[config.mk]
export PLATFORM = sky130hd
export DESIGN_NAME = utf8_to_utf16_transcoder
export DESIGN_NICKNAME = d
export VERILOG_FILES = /design/src/u8u16_pkg.sv /design/src/u8u16_front.sv /design/src/u8u16_queue.sv /design/src/u8u16_back.sv /design/src/utf8_to_utf16_transcoder.sv
export SDC_FILE = /design/constraint.sdc
export NUM_CORES = 1
export LEC_CHECK = 0
export ABC_CLOCK_PERIOD_IN_PS = 4050
export BUFFER_PORTS_ARGS = -buffer_cell sky130_fd_sc_hd__buf_2
export CORE_MARGIN = 3
export CORE_UTILIZATION = 55
export CTS_BUF_LIST = sky130_fd_sc_hd__clkbuf_16
export CTS_CLUSTER_SIZE = 28
export DETAILED_ROUTE_END_ITERATION = 8
export GPL_ROUTABILITY_DRIVEN = 0
export PLACE_DENSITY = 0.72
export SLEW_MARGIN = 10
export SYNTH_ARGS = -nofsm -noshare
export SYNTH_HDL_FRONTEND = slang
export SYNTH_SLANG_ARGS = --single-unit
[constraint.sdc]
create_clock -name clk -period 4.05 [get_ports clk]
set_input_delay 0.81 -clock clk [delete_from_list [all_inputs] [get_ports clk]]
set_output_delay 0.81 -clock clk [all_outputs]
set_load 0.005 [all_outputs]
[src/u8u16_pkg.sv]
// ============================================================================
// u8u16_pkg
// Shared types and constants for the UTF-8 to UTF-16 transcoder.
// ============================================================================
package u8u16_pkg;

    // Replacement unit for broken or invalid input: '?'
    localparam logic [15:0] QMARK = 16'h003F;

    // Default depth of the job queue between front and back parts
    localparam int QUEUE_DEPTH = 4;

    // Sequence length codes: continuation bytes still needed
    localparam logic [1:0] NEED_NONE = 2'd0;
    localparam logic [1:0] NEED_ONE  = 2'd1;
    localparam logic [1:0] NEED_TWO  = 2'd2;
    localparam logic [1:0] NEED_THREE = 2'd3;

    typedef struct packed {
        logic [7:0] in_byte;
        logic       in_last;
    } byte_item_t;

    typedef struct packed {
        logic [15:0] out_unit;
        logic        run_last;
        logic        text_end;
    } unit_item_t;

    // One byte's worth of output: q_count '?' units, then tail_count units
    typedef struct packed {
        logic [1:0]  q_count;
        logic [1:0]  tail_count;
        logic [15:0] tail_unit0;
        logic [15:0] tail_unit1;
        logic        last;
    } job_t;

    typedef struct packed {
        logic valid;
        job_t job;
    } queue_head_t;

endpackage

[src/u8u16_front.sv]
// ============================================================================
// u8u16_front
// Classify each byte, track the open sequence and build one output job.
// ============================================================================
module u8u16_front (
    input  logic                  clk,
    input  logic                  rst_n,
    input  logic                  accept,
    input  u8u16_pkg::byte_item_t item,
    output logic                  push,
    output u8u16_pkg::job_t       job
);
    import u8u16_pkg::*;

    logic [1:0]  need_reg, need_next;
    logic [1:0]  have_reg, have_next;
    logic [20:0] partial_reg, partial_next;

    logic [7:0]  b;
    logic        is_cont;
    logic        f_tail;
    logic [15:0] f_unit;
    logic [1:0]  f_need;
    logic [20:0] f_partial;
    logic [1:0]  have_inc;
    logic [20:0] pp;
    logic [20:0] pt_off;
    logic        pt_bad;
    logic        pt_pair;
    logic [1:0]  nq;
    logic [1:0]  ntail;
    logic [15:0] t0;
    logic [15:0] t1;

    assign b       = item.in_byte;
    assign is_cont = (b[7:6] == 2'b10);

    // Handling of a byte that starts afresh
    always_comb
    begin
        f_tail    = 1'b1;
        f_unit    = QMARK;
        f_need    = NEED_NONE;
        f_partial = '0;
        priority if (!b[7])
        begin
            f_unit = {8'h00, b};
        end
        else if (b[7:5] == 3'b110)
        begin
            f_tail    = item.in_last;
            f_need    = item.in_last ? NEED_NONE : NEED_ONE;
            f_partial = item.in_last ? '0 : {16'h0000, b[4:0]};
        end
        else if (b[7:4] == 4'b1110)
        begin
            f_tail    = item.in_last;
            f_need    = item.in_last ? NEED_NONE : NEED_TWO;
            f_partial = item.in_last ? '0 : {17'h00000, b[3:0]};
        end
        else if (b[7:3] == 5'b11110)
        begin
            f_tail    = item.in_last;
            f_need    = item.in_last ? NEED_NONE : NEED_THREE;
            f_partial = item.in_last ? '0 : {18'h00000, b[2:0]};
        end
        else
        begin
            f_unit = QMARK;
        end
    end

    // Completed code point and its UTF-16 form
    assign have_inc = have_reg + 2'd1;
    assign pp       = {partial_reg[14:0], b[5:0]};
    assign pt_off   = pp - 21'h010000;
    assign pt_bad   = (pp > 21'h10FFFF) || ((pp >= 21'h00D800) && (pp <= 21'h00DFFF));
    assign pt_pair  = !pt_bad && (pp >= 21'h010000);

    always_comb
    begin
        nq           = 2'd0;
        ntail        = {1'b0, f_tail};
        t0           = f_unit;
        t1           = '0;
        need_next    = f_need;
        have_next    = 2'd0;
        partial_next = f_partial;
        priority if ((need_reg != NEED_NONE) && is_cont)
        begin
            priority if (have_inc == need_reg)
            begin
                need_next    = NEED_NONE;
                partial_next = '0;
                if (pt_bad)
                begin
                    ntail = 2'd1;
                    t0    = QMARK;
                end
                else if (pt_pair)
                begin
                    ntail = 2'd2;
                    t0    = {6'b110110, pt_off[19:10]};
                    t1    = {6'b110111, pt_off[9:0]};
                end
                else
                begin
                    ntail = 2'd1;
                    t0    = pp[15:0];
                end
            end
            else if (item.in_last)
            begin
                // text ended inside the sequence: flush lead and buffered bytes
                nq           = have_inc + 2'd1;
                ntail        = 2'd0;
                need_next    = NEED_NONE;
                partial_next = '0;
            end
            else
            begin
                ntail        = 2'd0;
                need_next    = need_reg;
                have_next    = have_inc;
                partial_next = pp;
            end
        end
        else if (need_reg != NEED_NONE)
        begin
            // broken sequence: flush it, then take this byte afresh
            nq = have_reg + 2'd1;
        end
        else
        begin
            nq = 2'd0;
        end
    end

    assign push = accept && ((nq != 2'd0) || (ntail != 2'd0));

    always_comb
    begin
        job.q_count    = nq;
        job.tail_count = ntail;
        job.tail_unit0 = t0;
        job.tail_unit1 = t1;
        job.last       = item.in_last;
    end

    always_ff @(posedge clk or negedge rst_n)
    begin
        if (!rst_n)
        begin
            need_reg    <= NEED_NONE;
            have_reg    <= 2'd0;
            partial_reg <= '0;
        end
        else if (accept)
        begin
            need_reg    <= need_next;
            have_reg    <= have_next;
            partial_reg <= partial_next;
        end
    end

endmodule

[src/u8u16_queue.sv]
// ============================================================================
// u8u16_queue
// Short job queue between the front and back parts.
// ============================================================================
module u8u16_queue #(
    parameter int DEPTH = u8u16_pkg::QUEUE_DEPTH
) (
    input  logic                     clk,
    input  logic                     rst_n,
    input  logic                     push,
    input  u8u16_pkg::job_t          push_job,
    input  logic                     pop,
    output logic                     full,
    output u8u16_pkg::queue_head_t   head
);
    import u8u16_pkg::*;

    localparam int AW = (DEPTH > 1) ? $clog2(DEPTH) : 1;
    localparam int CW = $clog2(DEPTH + 1);

    job_t            slot_reg [DEPTH];
    logic [AW-1:0]   wr_ptr_reg, wr_ptr_next;
    logic [AW-1:0]   rd_ptr_reg, rd_ptr_next;
    logic [CW-1:0]   count_reg, count_next;

    assign full       = (count_reg == CW'(DEPTH));
    assign head.valid = (count_reg != '0);
    assign head.job   = slot_reg[rd_ptr_reg];

    always_comb
    begin
        wr_ptr_next = wr_ptr_reg;
        rd_ptr_next = rd_ptr_reg;
        count_next  = count_reg;
        if (push)
        begin
            wr_ptr_next = (wr_ptr_reg == AW'(DEPTH - 1)) ? '0 : wr_ptr_reg + 1'b1;
        end
        if (pop)
        begin
            rd_ptr_next = (rd_ptr_reg == AW'(DEPTH - 1)) ? '0 : rd_ptr_reg + 1'b1;
        end
        unique case ({push, pop})
            2'b10:   count_next = count_reg + 1'b1;
            2'b01:   count_next = count_reg - 1'b1;
            default: count_next = count_reg;
        endcase
    end

    always_ff @(posedge clk)
    begin
        if (push)
        begin
            slot_reg[wr_ptr_reg] <= push_job;
        end
    end

    always_ff @(posedge clk or negedge rst_n)
    begin
        if (!rst_n)
        begin
            wr_ptr_reg <= '0;
            rd_ptr_reg <= '0;
            count_reg  <= '0;
        end
        else
        begin
            wr_ptr_reg <= wr_ptr_next;
            rd_ptr_reg <= rd_ptr_next;
            count_reg  <= count_next;
        end
    end

endmodule

[src/u8u16_back.sv]
// ============================================================================
// u8u16_back
// Unroll one job into code units, one per cycle while not stalled, into the output register.
// ============================================================================
module u8u16_back (
    input  logic                    clk,
    input  logic                    rst_n,
    input  u8u16_pkg::queue_head_t  head,
    output logic                    pop,
    output logic                    unit_valid,
    input  logic                    unit_stall,
    output u8u16_pkg::unit_item_t   unit_item
);
    import u8u16_pkg::*;

    logic [1:0]  idx_reg, idx_next;
    logic        out_valid_reg, out_valid_next;
    unit_item_t  out_item_reg, out_item_next;

    logic        emit;
    logic [2:0]  total;
    logic        is_final;
    logic [15:0] unit;

    assign total    = {1'b0, head.job.q_count} + {1'b0, head.job.tail_count};
    assign is_final = ({1'b0, idx_reg} == (total - 3'd1));
    assign emit     = head.valid && (!out_valid_reg || !unit_stall);
    assign pop      = emit && is_final;

    always_comb
    begin
        priority if (idx_reg < head.job.q_count)
        begin
            unit = QMARK;
        end
        else if (idx_reg == head.job.q_count)
        begin
            unit = head.job.tail_unit0;
        end
        else
        begin
            unit = head.job.tail_unit1;
        end
    end

    always_comb
    begin
        idx_next       = idx_reg;
        out_item_next  = out_item_reg;
        out_valid_next = out_valid_reg && unit_stall;
        if (emit)
        begin
            idx_next               = is_final ? 2'd0 : idx_reg + 2'd1;
            out_valid_next         = 1'b1;
            out_item_next.out_unit = unit;
            out_item_next.run_last = is_final;
            out_item_next.text_end = is_final && head.job.last;
        end
    end

    assign unit_valid = out_valid_reg;
    assign unit_item  = out_item_reg;

    always_ff @(posedge clk or negedge rst_n)
    begin
        if (!rst_n)
        begin
            idx_reg       <= 2'd0;
            out_valid_reg <= 1'b0;
        end
        else
        begin
            idx_reg       <= idx_next;
            out_valid_reg <= out_valid_next;
        end
    end

    always_ff @(posedge clk)
    begin
        out_item_reg <= out_item_next;
    end

endmodule

[src/utf8_to_utf16_transcoder.sv]
// ============================================================================
// utf8_to_utf16_transcoder
// UTF-8 byte stream in, UTF-16 code unit stream out.
// ============================================================================
// The block takes one UTF-8 byte per cycle whenever its job queue has room
// and delivers one UTF-16 code unit per cycle whenever the sink does not
// stall. A byte may cause zero to four units: a lead byte or an incomplete
// continuation gives none, an ASCII byte or a code point below 0x10000 gives
// one, a supplementary code point gives a surrogate pair, and a broken or
// truncated sequence gives one '?' per lead and buffered continuation byte
// (plus the breaking byte's own result). The output rate of one unit per
// cycle sets the sustained throughput: bytes that expand to several units
// hold the back part while their units go out, and the QUEUE_DEPTH-entry job
// queue soaks up such bursts before byte_stall rises. The first unit of a
// byte reaches the output through the queue and the output register: the
// taking edge writes its job into the queue, and once the job is at the
// head and the output register is free, an edge loads its unit there.
// Each unit carries run_last on the final unit of its byte and text_end on
// the final unit of a byte flagged in_last; the sequence state is clear
// after such a byte, so the next byte opens a new text.
module utf8_to_utf16_transcoder #(
    parameter int QUEUE_DEPTH = u8u16_pkg::QUEUE_DEPTH
) (
    input  logic                   clk,
    input  logic                   rst_n,
    input  logic                   byte_valid,
    output logic                   byte_stall,
    input  u8u16_pkg::byte_item_t  byte_item,
    output logic                   unit_valid,
    input  logic                   unit_stall,
    output u8u16_pkg::unit_item_t  unit_item
);
    import u8u16_pkg::*;

    logic        byte_accept;
    logic        push;
    logic        pop;
    logic        full;
    job_t        job;
    queue_head_t head;

    // Stall the source only when the queue has no room for another job
    assign byte_stall  = full;
    assign byte_accept = byte_valid && !byte_stall;

    // Front: classify the byte and advance the sequence state
    u8u16_front u_front (
        .clk    (clk),
        .rst_n  (rst_n),
        .accept (byte_accept),
        .item   (byte_item),
        .push   (push),
        .job    (job)
    );

    // Queue: decouple byte intake from unit delivery
    u8u16_queue #(
        .DEPTH (QUEUE_DEPTH)
    ) u_queue (
        .clk      (clk),
        .rst_n    (rst_n),
        .push     (push),
        .push_job (job),
        .pop      (pop),
        .full     (full),
        .head     (head)
    );

    // Back: unroll each job into units behind the output register
    u8u16_back u_back (
        .clk        (clk),
        .rst_n      (rst_n),
        .head       (head),
        .pop        (pop),
        .unit_valid (unit_valid),
        .unit_stall (unit_stall),
        .unit_item  (unit_item)
    );

    // Never write a job into a full queue
    a_no_overflow: assert property (@(posedge clk) disable iff (!rst_n)
        !(push && full))
        else $error("job pushed into full queue");

    // Never retire a job that is not there
    a_no_underflow: assert property (@(posedge clk) disable iff (!rst_n)
        pop |-> head.valid)
        else $error("job popped from empty queue");

    // The end of the text is always the final unit of its byte
    a_end_is_run_last: assert property (@(posedge clk) disable iff (!rst_n)
        (unit_valid && unit_item.text_end) |-> unit_item.run_last)
        else $error("text_end without run_last");

    // A queued job always carries at least one unit
    a_job_nonempty: assert property (@(posedge clk) disable iff (!rst_n)
        head.valid |-> ((head.job.q_count != 2'd0) || (head.job.tail_count != 2'd0)))
        else $error("empty job in queue");

endmodule

==> run metrics <==
cts repair resizes=0; most common cell after layout, fill and taps aside=edfxtp_1; # H-tree levels=4; port bufs=32; Worst Reg-to-Reg Cells=15; layout cells sized above 1=23.3%; PnR worst setup slack=0.678 ns; total track usage=20.7%; worst-path maximum fanout=9; Die Wd=123 µm; startpoint type of the worst setup path=register; TritonCTS clock tree=yes; clk_skew=0.0109 ns; Initial Util=56.6%; WP data required=4.39 ns; # clock sinks=171; via count=4258; worst skew pair latency=0.42 ns; Synth Area in Simple Gates=11.1%; period utilization=83.3%; endpoint type of the worst setup path=register; Final Hold Vio Count=0; number of setup violations in the final report=0; Die Span Y=123 µm; clock root buffer=clkbuf_16; Post-CTS Setup Bufs=0; Layout area overhead=12.7%; post-route ant nets=0; mux cell area share after synthesis=10.5%; average wire per standard cell=19.6 µm; post-layout util=63.8%; worst path cell trace=mux4_2 > inv_1 > ha_1 > inv_1 > ha_1 > xnor2_1 > nand3_1 > inv_1 > and2_1 > ha_1 > inv_1 > fa_1 > xor2_1 > nor2_1 > xor2_1; Die Area=0.0151 mm²; Syn Area/Cell=14.9 µm²; top cell type's share of synthesized area=56.6%; distinct cell type count after synthesis=60; global-route wire length before repair=22.9 mm; leakage power=0.00305 µW; Max Freq=297 MHz; reg2reg start=u_queue.rd_ptr_reg[0]$_DFFE_PN0P_; outcome=completed; RSZ-0062 raised after global routing=false; Synth async-reset ratio=17.0%; routed wire length=14.3 mm; #FFs+latches synth=171; Worst EP arrival=3.71 ns; Core Region=0.0133 mm²; YS warnings=0; Mapped Nets=530; HPWL after detailed placement=9.25 mm; most frequent cells in the layout=edfxtp_1, nand2_1, buf_2; Clock Pin Slew Worst Setup and Hold Paths=0.06 ns; cell taking the most area after synthesis=edfxtp_1; worst ir drop on vdd=0.000319 V; clock buffer depth=2; MaxCap Viol Count=0; Main synth FF type=edfxtp_1; flop2flop setup slack=0.68 ns; sequential area share after synthesis=66.3%; Num CTS Buffers=17; Avg Vias per Cell=5.84; top post-synthesis cells by area=edfxtp_1, dfrtp_1, mux4_2; Synth Area in Adders=2.26%; DR iter-0 viols=363; met2 usage=32.6%; Synth Area in XOR/XNOR=0.931%; fill count=939; vias in the first global route=4170; main combinational cell family by area after synthesis=simple AND/OR/NAND/NOR gates; max incr delay on CP=0.55 ns; first drt pass iteration count=5; Least-Margin Pin Slew=0.931 ns; pre-CTS setup slack=0.636 ns; Synth Area in Compound Gates=6.47%; most used cell along the critical path=inv_1; Post-Syn Instances=504; Setup TNS=0 ns; initial antenna violation count=0; Post-CTS Hold Buffers=0; DRC Markers=0; largest net degree at the start of global routing=32; nets=566; Max Slew Vio Count=0; EDFF count, synth=142; Setup CP Type=reg -> reg; FF-to-FF End=u_queue.count_reg[2]$_DFFE_PN0P_; Site Rows=42; M1 GR Usage=28.8%; Power Density=698 mW/mm²; max reg flops=124; total grt overflow=0; Antenna Cells=0; relative slew slack=37.9%; Tmin final=3.37 ns; GRT busiest layer=met2; worst hold path class=in -> async; Syn Std Cell Area=0.00753 mm²; # IOs=33; CP max stage cell=mux4_2; M3 GR Usage=5.12%
## power breakdown
part	switching [µW]	internal [µW]
sequential	143	2370
clock	629	1020
combinational	1020	739
total	1790	4130
## worst max-delay path: cells and delay by family, from the launching register on
| family | cells | cell delay [ns] |
|---|---|---|
| flip-flops | 1 | 0.49 |
| multiplexers | 1 | 0.55 |
| XOR/XNOR | 3 | 0.46 |
| buffers and inverters | 4 | 0.33 |
| AND/OR/NAND/NOR | 3 | 0.45 |
| adder cells (fa/ha/maj) | 4 | 1.01 |
## how the worst max path moves through the flow
stage	cells after the start	start	end	slack [ns]
floorplan	17	u_queue.rd_ptr_reg[0]$_DFFE_PN0P_	u_queue.count_reg[2]$_DFFE_PN0P_	0.61
global placement	15	u_queue.rd_ptr_reg[0]$_DFFE_PN0P_	u_queue.count_reg[2]$_DFFE_PN0P_	0.80
detailed placement	15	u_queue.rd_ptr_reg[0]$_DFFE_PN0P_	u_queue.count_reg[2]$_DFFE_PN0P_	0.64
CTS	15	u_queue.rd_ptr_reg[0]$_DFFE_PN0P_	u_queue.count_reg[2]$_DFFE_PN0P_	0.62
global route	15	u_queue.rd_ptr_reg[0]$_DFFE_PN0P_	u_queue.count_reg[2]$_DFFE_PN0P_	0.41
finish	15	u_queue.rd_ptr_reg[0]$_DFFE_PN0P_	u_queue.count_reg[2]$_DFFE_PN0P_	0.68
## synth_stat cells (2+ instances only)
| cell type | count |
|---|---|
| a21o_1 | 4 |
| a21oi_1 | 18 |
| a22o_1 | 3 |
| and2_1 | 16 |
| and3_1 | 3 |
| buf_2 | 6 |
| buf_6 | 2 |
| clkbuf_1 | 14 |
| dfrtp_1 | 29 |
| edfxtp_1 | 142 |
| ha_1 | 12 |
| inv_1 | 21 |
| mux2_2 | 8 |
| mux4_2 | 31 |
| nand2_1 | 65 |
| nand2b_1 | 7 |
| nand3_1 | 10 |
| nand3b_1 | 2 |
| nand4_1 | 4 |
| nand4bb_1 | 2 |
| nor2_1 | 20 |
| nor2b_1 | 3 |
| nor3_1 | 14 |
| nor3b_1 | 2 |
| o21ai_0 | 17 |
| o21ai_2 | 2 |
| o22a_1 | 6 |
| o22ai_1 | 2 |
| o31ai_1 | 2 |
| xnor2_1 | 4 |
| xor2_1 | 4 |
## stage by stage
step / cell area [µm²] / total power [µW] / hold WS [ns] / instances
6_report: 8480 / 5920 / 0.420 / 729
5_1_grt: 8480 / 6270 / 0.460 / 729
4_1_cts: 8480 / 5990 / 0.431 / 729
3_5_place_dp: 7880 / 4340 / 0.500 / 697
3_3_place_gp: 7880 / 4280 / 0.470 / 697
2_1_floorplan: 7530 / 3810 / 0.457 / 504
## per-layer routing
| layer | vias to the layer above | routed length [µm] |
|---|---|---|
| met4 | 0 | 162 |
| met3 | 13 | 716 |
| li1 | 1969 | - |
| met5 | - | 0 |
| met2 | 116 | 7130 |
| met1 | 2160 | 6270 |
## kinds of logic after synthesis
kind of cell	after synthesis
AND/OR/NAND/NOR	160
multiplexers	39
XOR/XNOR	8
adder cells (fa/ha/maj)	13
flip-flops	171
AO/OA/AOI/OAI	68
buffers and inverters	45
## area by class of cell
class	count	area (µm²)	area share [%]
inverters	22	82.6	0.974
flip-flops and latches	171	4990	58.8
well taps	176	220	2.60
repair buffers	40	220	2.60
multi-input cells	288	2360	27.8
clock inverters	15	181	2.14
clock buffers	17	425	5.02
(Power assumes the default switching activity.)
